$ cat config.mk
export PLATFORM = sky130hd
export DESIGN_NAME = pmbus_linear_to_scaled_int_unit_flat
export DESIGN_NICKNAME = d
export VERILOG_FILES = /design/src/rtl/plsi_pkg.sv /design/src/rtl/plsi_word_if.sv /design/src/rtl/plsi_result_if.sv /design/src/rtl/plsi_exp_shift.sv /design/src/rtl/pmbus_linear_to_scaled_int_unit.sv /design/src/flat_wrapper.sv
export SDC_FILE = /design/constraint.sdc
export NUM_CORES = 1
export LEC_CHECK = 0
export BUFFER_PORTS_ARGS = -buffer_cell sky130_fd_sc_hd__clkbuf_2
export CELL_PAD_IN_SITES_DETAIL_PLACEMENT = 1
export CELL_PAD_IN_SITES_GLOBAL_PLACEMENT = 1
export CORE_UTILIZATION = 40
export CTS_CLUSTER_DIAMETER = 200
export DETAILED_ROUTE_END_ITERATION = 10
export GPL_TIMING_DRIVEN = 0
export PLACE_DENSITY_LB_ADDON = 0.1
export SETUP_SLACK_MARGIN = 0.05
export SLEW_MARGIN = 0
export SYNTH_ARGS = -nofsm -noshare
export SYNTH_HDL_FRONTEND = slang
export SYNTH_HIERARCHICAL = 1
export SYNTH_SLANG_ARGS = --single-unit
$ cat constraint.sdc
create_clock -name clk -period 11.5 [get_ports clk]
set_input_delay 1.725 -clock clk [delete_from_list [all_inputs] [get_ports clk]]
set_output_delay 1.725 -clock clk [all_outputs]
set_load 0.01 [all_outputs]
$ cat src/rtl/plsi_pkg.sv
// Shared types, widths, op codes and scale constants for the PMBus
// linear decode unit. No dependencies.
`timescale 1ns / 1ps

package plsi_pkg;

  localparam int OP_W    = 3;
  localparam int WORD_W  = 16;
  localparam int MODE_W  = 8;
  localparam int VALUE_W = 48;
  localparam int EXP_W   = 5;
  localparam int MANT_W  = 17;
  localparam int SCALE_W = 20;
  localparam int PROD_W  = MANT_W + SCALE_W + 1;
  localparam int L11_MANT_W = 11;

  localparam logic [SCALE_W-1:0] SCALE_NONE  = SCALE_W'(0);
  localparam logic [SCALE_W-1:0] SCALE_UNIT  = SCALE_W'(1);
  localparam logic [SCALE_W-1:0] SCALE_MILLI = SCALE_W'(1000);
  localparam logic [SCALE_W-1:0] SCALE_MICRO = SCALE_W'(1000000);

  typedef enum logic [OP_W-1:0] {
    OP_VOUT_U    = 3'd0,
    OP_VOUT_S    = 3'd1,
    OP_L11_MILLI = 3'd2,
    OP_L11_MICRO = 3'd3,
    OP_L11_UNIT  = 3'd4
  } op_t;

  // Decoded word, held between decode and multiply
  typedef struct packed {
    logic signed [MANT_W-1:0] mant;
    logic [SCALE_W-1:0]       scale;
    logic signed [EXP_W-1:0]  exp;
    logic                     nonlin;
  } dec_t;

  // Scaled mantissa, held between multiply and exponent shift
  typedef struct packed {
    logic signed [PROD_W-1:0] prod;
    logic signed [EXP_W-1:0]  exp;
    logic                     nonlin;
  } mul_t;

endpackage

$ cat src/rtl/plsi_word_if.sv
// Input channel: one PMBus data word with its format selector and VOUT_MODE.
// Depends on plsi_pkg.
`timescale 1ns / 1ps

interface plsi_word_if;
  logic                         valid;
  logic                         ready;
  logic [plsi_pkg::OP_W-1:0]    op;
  logic [plsi_pkg::WORD_W-1:0]  raw_word;
  logic [plsi_pkg::MODE_W-1:0]  mode_byte;

  modport source (output valid, op, raw_word, mode_byte, input ready);
  modport sink   (input valid, op, raw_word, mode_byte, output ready);
endinterface

$ cat src/rtl/plsi_result_if.sv
// Output channel: one decoded scaled value and the non-linear mode flag.
// Depends on plsi_pkg.
`timescale 1ns / 1ps

interface plsi_result_if;
  logic                                valid;
  logic                                ready;
  logic signed [plsi_pkg::VALUE_W-1:0] scaled_value;
  logic                                non_linear_mode;

  modport source (output valid, scaled_value, non_linear_mode, input ready);
  modport sink   (input valid, scaled_value, non_linear_mode, output ready);
endinterface

$ cat src/rtl/plsi_exp_shift.sv
// Applies the signed exponent to a scaled mantissa: left shift, or
// divide by a power of two truncating toward zero. Depends on plsi_pkg.
`timescale 1ns / 1ps

module plsi_exp_shift (
  input  logic signed [plsi_pkg::PROD_W-1:0]  prod,
  input  logic signed [plsi_pkg::EXP_W-1:0]   exp,
  output logic signed [plsi_pkg::VALUE_W-1:0] value
);
  import plsi_pkg::*;

  logic signed [VALUE_W-1:0] wide;
  logic [EXP_W-1:0]          rshift;
  logic [VALUE_W-1:0]        mask;
  logic signed [VALUE_W-1:0] biased;

  // Sign-extend and form the right-shift distance for a negative exponent
  assign wide   = VALUE_W'(prod);
  assign rshift = ~exp + EXP_W'(1);
  assign mask   = (VALUE_W'(1) << rshift) - VALUE_W'(1);

  // Bias negative values so the arithmetic shift rounds toward zero
  assign biased = wide + (prod[PROD_W-1] ? $signed(mask) : $signed(VALUE_W'(0)));

  always_comb begin
    if (exp[EXP_W-1]) begin
      value = biased >>> rshift;
    end else begin
      value = wide <<< exp[EXP_W-2:0];
    end
  end

endmodule

$ cat src/rtl/pmbus_linear_to_scaled_int_unit.sv
// Top level: three-stage PMBus LINEAR16 / LINEAR11 decoder.
// Depends on plsi_pkg, plsi_word_if, plsi_result_if and plsi_exp_shift.
//
//   channel | dir | payload
//   --------+-----+--------------------------------------------
//   word    | in  | op[2:0], raw_word[15:0], mode_byte[7:0]
//   result  | out | scaled_value[47:0] signed, non_linear_mode
//
// One beat per cycle while result is ready; the stages are decode, constant
// multiply and exponent shift, with the shift feeding the output register.
// Reset empties all three stages; payload registers are not cleared.
// A stall on result holds the output register; earlier stages keep filling
// bubbles, and word.ready drops only once every stage holds a beat.
`timescale 1ns / 1ps

module pmbus_linear_to_scaled_int_unit (
  input logic          clk,
  input logic          rst,
  plsi_word_if.sink    word,
  plsi_result_if.source result
);
  import plsi_pkg::*;

  logic v1, v2, v3;
  logic take1, take2, take3;
  dec_t dec_next, st1;
  mul_t st2;
  logic signed [VALUE_W-1:0] shifted;
  logic signed [VALUE_W-1:0] value;
  logic                      nonlin;

  // Advance a stage when the one after it is empty or moving
  assign take3 = !v3 || result.ready;
  assign take2 = !v2 || take3;
  assign take1 = !v1 || take2;
  assign word.ready = take1;

  // Decode the word into mantissa, scale and exponent
  always_comb begin
    dec_next = '0;
    unique case (word.op)
      OP_VOUT_U, OP_VOUT_S: begin
        dec_next.nonlin = |word.mode_byte[MODE_W-1:EXP_W];
        dec_next.exp    = dec_next.nonlin ? EXP_W'(0) : word.mode_byte[EXP_W-1:0];
        dec_next.scale  = SCALE_MILLI;
        if (word.op == OP_VOUT_U) begin
          dec_next.mant = {1'b0, word.raw_word};
        end else begin
          dec_next.mant = {word.raw_word[WORD_W-1], word.raw_word};
        end
      end
      OP_L11_MILLI, OP_L11_MICRO, OP_L11_UNIT: begin
        dec_next.exp  = word.raw_word[WORD_W-1:L11_MANT_W];
        dec_next.mant = MANT_W'($signed(word.raw_word[L11_MANT_W-1:0]));
        if (word.op == OP_L11_MILLI) begin
          dec_next.scale = SCALE_MILLI;
        end else if (word.op == OP_L11_MICRO) begin
          dec_next.scale = SCALE_MICRO;
        end else begin
          dec_next.scale = SCALE_UNIT;
        end
      end
      default: begin
        dec_next.scale = SCALE_NONE;
      end
    endcase
  end

  // Valid bits
  always_ff @(posedge clk) begin
    if (rst) begin
      v1 <= 1'b0;
      v2 <= 1'b0;
      v3 <= 1'b0;
    end else begin
      if (take1) v1 <= word.valid;
      if (take2) v2 <= v1;
      if (take3) v3 <= v2;
    end
  end

  // Stage 1: hold the decoded beat
  always_ff @(posedge clk) begin
    if (take1 && word.valid) st1 <= dec_next;
  end

  // Stage 2: multiply the mantissa by the selected scale constant
  always_ff @(posedge clk) begin
    if (take2 && v1) begin
      st2.prod   <= st1.mant * $signed({1'b0, st1.scale});
      st2.exp    <= st1.exp;
      st2.nonlin <= st1.nonlin;
    end
  end

  plsi_exp_shift u_shift (
    .prod  (st2.prod),
    .exp   (st2.exp),
    .value (shifted)
  );

  // Stage 3: output register
  always_ff @(posedge clk) begin
    if (take3 && v2) begin
      value  <= shifted;
      nonlin <= st2.nonlin;
    end
  end

  assign result.valid           = v3;
  assign result.scaled_value    = value;
  assign result.non_linear_mode = nonlin;

  // Forced exponent only ever comes from a VOUT word
  a_nonlin_vout: assert property (@(posedge clk) disable iff (rst)
    take1 && word.valid && dec_next.nonlin |->
      (word.op == OP_VOUT_U) || (word.op == OP_VOUT_S))
    else $error("non-linear flag set on a LINEAR11 op");

  // Exponent shift never flips the sign of a nonzero result
  a_sign_kept: assert property (@(posedge clk) disable iff (rst)
    v2 |-> (shifted[VALUE_W-1] == st2.prod[PROD_W-1]) || (shifted == '0))
    else $error("exponent shift changed the sign");

  // A forced exponent leaves the product unshifted
  a_nonlin_exp: assert property (@(posedge clk) disable iff (rst)
    v2 && st2.nonlin |-> (st2.exp == '0) && (shifted == VALUE_W'(st2.prod)))
    else $error("non-linear beat was shifted");

  // A beat moved into the next stage is not lost
  a_stage_load: assert property (@(posedge clk) disable iff (rst)
    take2 && v1 |=> v2)
    else $error("stage 2 dropped a beat");

  // A waiting result is not overwritten
  a_out_hold: assert property (@(posedge clk) disable iff (rst)
    v3 && !result.ready |=> v3 && $stable(value) && $stable(nonlin))
    else $error("stalled result overwritten");

endmodule

$ cat src/flat_wrapper.sv
// flat-port wrapper written by rule: the top's interface ports become plain ports
module pmbus_linear_to_scaled_int_unit_flat import plsi_pkg::*;
  (clk, rst, word_valid, word_op, word_raw_word, word_mode_byte, word_ready, result_valid, result_scaled_value, result_non_linear_mode, result_ready);
  plsi_word_if word_i ();
  plsi_result_if result_i ();
  input logic clk;
  input logic rst;
  input wire logic [$bits(word_i.valid)-1:0] word_valid;
  input wire logic [$bits(word_i.op)-1:0] word_op;
  input wire logic [$bits(word_i.raw_word)-1:0] word_raw_word;
  input wire logic [$bits(word_i.mode_byte)-1:0] word_mode_byte;
  output wire logic [$bits(word_i.ready)-1:0] word_ready;
  output wire logic [$bits(result_i.valid)-1:0] result_valid;
  output wire logic [$bits(result_i.scaled_value)-1:0] result_scaled_value;
  output wire logic [$bits(result_i.non_linear_mode)-1:0] result_non_linear_mode;
  input wire logic [$bits(result_i.ready)-1:0] result_ready;
  assign word_i.valid = word_valid;
  assign word_i.op = word_op;
  assign word_i.raw_word = word_raw_word;
  assign word_i.mode_byte = word_mode_byte;
  assign word_ready = word_i.ready;
  assign result_valid = result_i.valid;
  assign result_scaled_value = result_i.scaled_value;
  assign result_non_linear_mode = result_i.non_linear_mode;
  assign result_i.ready = result_ready;
  pmbus_linear_to_scaled_int_unit u_core (.clk(clk), .rst(rst), .word(word_i), .result(result_i));
endmodule
After elaboration in Yosys (flattened, before gate mapping)
Cells that the tools add are included.
{ "classes": {"eq_ne": 4, "n_mux": 9, "multipliers": 1, "bitwise": 1, "shift": 3, "add_sub_neg": 3, "n_div": 0, "reduce_logical": 13, "n_lt_le_gt_ge": 0} }
{ "op_table": {"columns": ["operator", "n"], "rows": [
  ["48-bit two-way mux", 2],
  ["38-bit by 48-bit adder with 48-bit output", 1],
  ["1-bit by 5-bit << shifter with 48-bit output, first input constant", 1],
  ["38-bit by 4-bit <<< shifter with 48-bit output", 1],
  ["48-bit by 5-bit >>> shifter with 48-bit output", 1],
  ["48-bit by 2-bit subtractor with 48-bit output, second input constant", 1],
  ["20-bit two-way mux", 2],
  ["20-bit one-hot mux with 2 select lines", 1],
  ["17-bit by 21-bit multiplier with 38-bit output", 1],
  ["17-bit one-hot mux with 2 select lines", 1],
  ["17-bit two-way mux", 1],
  ["5-bit one-hot mux with 2 select lines", 1],
  ["3-bit by 2-bit equality test with 1-bit output, second input constant", 2],
  ["3-bit OR reduction", 2],
  ["5-bit by 2-bit adder with 5-bit output, second input constant", 1],
  ["5-bit two-way mux", 1],
  ["5-bit NOT", 1],
  ["3-bit by 1-bit equality test with 1-bit output, second input constant", 1],
  ["3-bit equality test, second input constant", 1],
  ["1-bit logical AND", 3],
  ["1-bit zero test", 3],
  ["3-bit zero test", 1],
  ["1-bit logical OR", 3],
  ["2-bit OR reduction", 1]
]} }
{ "totals": {"mem_count": 0, "mem_bits_ro": 0, "elab_cells": 46, "ram_bits": 0, "in_bits": 31, "regBits": 139, "latchBits": 0} }

Depth between registers and ports, before layout
{ "depth": {"depth_word": 8, "ltp_mapped": 34, "mapped_depth_nobuf": 26} }

By module
The synthesis kept the hierarchy.
{ "by_module_without_submodules": {"columns": ["mod", "instances", "cells_per_inst", "seq_area_each_um2", "area_each_um2"], "rows": [
  ["pmbus_linear_to_scaled_int_unit", 1, 1046, 3663.5, 11672.4],
  ["plsi_exp_shift", 1, 1440, 0.0, 9387.8]
]} }

Worst setup path after synthesis
OpenSTA, ideal clock, no wires.
{ "synth_timing": {"path_type": "register to register", "from": "register u_core/st2[1] (netlist name)", "to": "register u_core.value[24], in the netlist u_core/result.scaled_value[24], data pin", "stages_incl_launch_ff": 35, "slack_ns": 3.575, "t_required_ns": 11.246, "arrival_time_ns": 7.671, "n_path_buf": 9, "setup_ns": 0.254, "path_cell_list": "edfxtp_1 -> clkinv_1 -> buf_1 -> clkbuf_1 -> clkbuf_1 -> ha_1 -> nor2b_1 -> or2_2 -> buf_2 -> buf_1 -> buf_1 -> clkbuf_1 -> nand3_1 -> ha_1 -> buf_1 -> o21ai_1 -> a21oi_2 -> a21boi_2 -> nand2_1 -> o31ai_1 -> nand2_1 -> a21oi_1 -> ha_1 -> buf_2 -> a21oi_1 -> o21ai_1 -> nor3_1 -> nand3_1 -> o2bb2ai_1 -> nor3_1 -> a221o_1 -> o221ai_1 -> o21ai_1 -> a311o_1 -> a21o_1"} }
{ "synth_between": {"elab_chain_len": 8, "elab_cells_between_ends": 9} }
{ "synth_lines": {"columns": ["element", "line", "text"], "rows": [
  ["5-bit NOT", "plsi_exp_shift.sv:19", "assign rshift = ~exp + EXP_W'(1);"],
  ["5-bit by 2-bit adder with 5-bit output", "plsi_exp_shift.sv:19", null],
  ["1-bit by 5-bit << shifter with 48-bit output", "plsi_exp_shift.sv:20", "assign mask = (VALUE_W'(1) << rshift) - VALUE_W'(1);"],
  ["48-bit by 2-bit subtractor with 48-bit output", "plsi_exp_shift.sv:20", null],
  ["48-bit two-way mux", "plsi_exp_shift.sv:23", "assign biased = wide + (prod[PROD_W-1] ? $signed(mask) : $signed(VALUE_W'(0)));"],
  ["38-bit by 48-bit adder with 48-bit output", "plsi_exp_shift.sv:23", null],
  ["48-bit by 5-bit >>> shifter with 48-bit output", "plsi_exp_shift.sv:27", "value = biased >>> rshift;"],
  ["48-bit two-way mux (*)", "plsi_exp_shift.sv:26", "if (exp[EXP_W-1]) begin"],
  ["net u_core.shifted[24]", "pmbus_linear_to_scaled_int_unit.sv:28", "logic signed [VALUE_W-1:0] shifted;"],
  ["end signal: assignment", "pmbus_linear_to_scaled_int_unit.sv:105", "value <= shifted;"],
  ["end: declaration", "pmbus_linear_to_scaled_int_unit.sv:29", "logic signed [VALUE_W-1:0] value;"]
]} }
Mark *: on every way through the listed nets, which the timed path passes. The rest lies on a longest branch.
A chain may end at the register's enable or synchronous reset.

Final worst setup path
{ "layout_timing": {"from": "register u_core/st2[1] (netlist name)", "to": "register u_core.value[31], in the netlist u_core/result.scaled_value[31], data pin"} }
{ "layout_between": {"elab_chain_len": 8, "elab_cells_between_ends": 9} }
{ "layout_lines": {"columns": ["element", "line"], "rows": [
  ["5-bit NOT", "plsi_exp_shift.sv:19"],
  ["5-bit by 2-bit adder with 5-bit output", "plsi_exp_shift.sv:19"],
  ["1-bit by 5-bit << shifter with 48-bit output", "plsi_exp_shift.sv:20"],
  ["48-bit by 2-bit subtractor with 48-bit output", "plsi_exp_shift.sv:20"],
  ["48-bit two-way mux", "plsi_exp_shift.sv:23"],
  ["38-bit by 48-bit adder with 48-bit output", "plsi_exp_shift.sv:23"],
  ["48-bit by 5-bit >>> shifter with 48-bit output", "plsi_exp_shift.sv:27"],
  ["48-bit two-way mux (*)", "plsi_exp_shift.sv:26"],
  ["net u_core.shifted[31]", "pmbus_linear_to_scaled_int_unit.sv:28"]
]} }
Marked as above.

==> metrics.csv <==
metric,value,unit
Worst Slack Setup Final,385,ps
gpl congestion,0.995,
most common cell in the netlist,inv_1,
wire per inst,27.5,µm
largest net degree at the start of global routing,40,
full die area,53600,µm²
syn avg cell area,8.47,µm²
htree depth,4,
share of the synthesized area in the top cell type,17.1,%
#FFs+latches synth,123,
number of synthesized flops with an enable pin,120,
RSZ-0062 raised after global routing,false,
Worst Hold Class,reg -> reg,
post-synth design cell area,21100,µm²
cell taking the most area after synthesis,edfxtp_1,
CP startpoint kind,register,
top cell family by delay on the critical path,compound AO/OA/AOI/OAI gates,
status,finished clean,
max-cap viol count,0,
"antenna viol nets, final",0,
Worst Max-Slew Pin Slew,1050,ps
I/O Buffers,79,
chip width,231,µm
antenna fix cells,0,
TritonRoute pass-1 iters,7,
fin nets,2976,
buffer count from post-CTS setup fixing,0,
critical path endpoint category,register,
layout cells sized above 1,11.1,%
synth top area cells,"edfxtp_1, ha_1, fa_1, inv_1, nand2_1",
Multi-input gate area,15800,µm²
filler cell count,6140,
Die Y,231,µm
"Hold Vio Cnt, Final",0,
Synth async-reset ratio,0,%
fmax,90.0,MHz
CP Max Fanout,12,
Commonest cells post-synth,"inv_1, nand2_1, ha_1",
Clock Tree Root,clkbuf_16,
grt ovf,0,
clock transition at the registers of the reported paths,60,ps
fin. max-slew vios,0,
TritonCTS Buffers,17,
HPWL Detailed,75500,µm
ys flop type,edfxtp_1,
maximum root-to-sink buffer count,2,
clk_lat worst skew,470,ps
Initial Util,40.8,%
"Largest stage delay, worst path",640,ps
antenna violations before repair,0,
max_slew headroom,29.5,%
critical path class,reg -> reg,
post-layout util,44.6,%
Routed WL,90300,µm
Syn Inst Count,2486,
CP bufs+invs,10,
vias per cell,6.17,
number of global-route vias before repair,21400,
synth unique cells,120,
required time of the worst setup path,11650,ps
pwr/cell area,323,nW/µm²
Post-Place Worst Slack,-659,ps
num rows,83,
first-pass GRT wire length,135000,µm
GRT Util Overall,34.1,%
crit-path most repeated cell,clkbuf_2,
1st-iter DRT viols,1454,
PnR Total Power,7.44,mW
vias,20200,
Peak VDD IR,0.000212,V
I/O pins,82,
Final Cycle Share,96.7,%
FF+latch area,3660,µm²
sequential-to-total area share from yosys stat,17.4,%
"Data arrival, critical path",11270,ps
core outline area,51600,µm²
leakage,10.2,nW
Worst Skew,11.6,ps
CP max stage cell,o221ai_1,
Num Clock Sinks,123,
CTS tree,yes,
final setup vio count,0,
crit path time final,11110,ps
drt drc,0,
Area growth syn-to-layout,9.33,%
Yosys warning total,6,
-- timing repair --
action | 4_1_cts | 5_1_grt
hold buffers | 0 | 0
endpoints found under the setup margin | 45 | 31
resized for setup | 5 | 4
-- cells by family (layout without fill, tap and decap cells) --
kind of cell	after synthesis	in the layout	share of synthesized area [%]
xor gates and xnor gates	89	89	3.77
buffers and inverters	405	518	7.78
AOI/OAI and AO/OA	662	662	21.7
muxes	103	103	6.66
other	2	3	0.0357
DFF	123	123	17.4
adders and majority gates	358	358	26.0
and+or+nand+nor	744	744	16.7
-- where the power goes --
group / total, mW / switching [mW] / internal [mW] / leakage, nW
registers: 0.958 / 0.207 / 0.750 / 1.15
logic: 5.92 / 3.65 / 2.27 / 8.80
clock network: 0.569 / 0.225 / 0.344 / 0.301
total: 7.44 / 4.08 / 3.37 / 10.2
-- routing by layer --
metal  wire, µm  GRT usage (%)
met5          0              0
met4       5350           19.5
met3       5270           5.16
met2      43600           58.6
met1      36100           40.4
-- flip-flops by register name, indices dropped and copies added, names as in the netlist --
signal and cells:
u_core/result.scaled_value 48, u_core/st2 44, u_core/st1 27, u_core/v2 1, u_core/result.valid 1, u_core/v1 1
u_core/result.non_linear_mode 1
-- worst reg2reg max path: cells and delay by family, from the launching register on --
family / cells / cell delay, ps
adders and majority gates: 3 / 860
DFF: 1 / 610
buffers and inverters: 10 / 3440
and+or+nand+nor: 5 / 1130
xor gates and xnor gates: 1 / 570
muxes: 1 / 280
AOI/OAI and AO/OA: 13 / 3900
-- through the flow --
step / hold WS (ps) / std cells / setup TNS, ps / area, µm²
floorplan: 400 / 2487 / 0 / 21100
global placement: 414 / 3246 / -12050 / 22300
detailed placement: 416 / 3249 / -11460 / 22400
CTS: 432 / 3281 / 0 / 23000
global route: 437 / 3280 / 0 / 23000
finish: 429 / 3280 / 0 / 23000
-- layout make-up --
| type | instances | share of cell area [%] |
|---|---|---|
| multi-input combinational | 1959 | 68.6 |
| sequential | 123 | 15.9 |
| inverter | 264 | 4.30 |
| tap | 680 | 3.70 |
| buffer | 140 | 2.83 |
| timing repair buffer | 82 | 1.98 |
| clock buffer | 17 | 1.85 |
| clock inverter | 15 | 0.804 |
-- cell usage in the layout (no fill, tap or decap), drive strengths merged, types with 24 or more instances in the layout --
cell,n
xnor2,48
a31oi,34
fa,133
a21oi,183
nand3,60
nand4,24
xor2,41
inv,267
and2,67
mux2i,58
mux4,28
nand2,252
edfxtp,120
o211ai,51
ha,225
nor2,197
a21o,29
clkbuf,187
nor3,43
a211oi,38
buf,50
o21ai,136
-- final timing paths --
kind,slack [ps],endpoint,startpoint,cells after the start
worst max-delay path,390,u_core/result.scaled_value[31],u_core/st2[1],33
worst min-delay path,430,u_core/st2[3],u_core/st1[3],0
worst max register to register,390,u_core/result.scaled_value[31],u_core/st2[1],33
worst min register to register,430,u_core/st2[3],u_core/st1[3],0
Note: power is estimated with default switching activity, not from simulation.
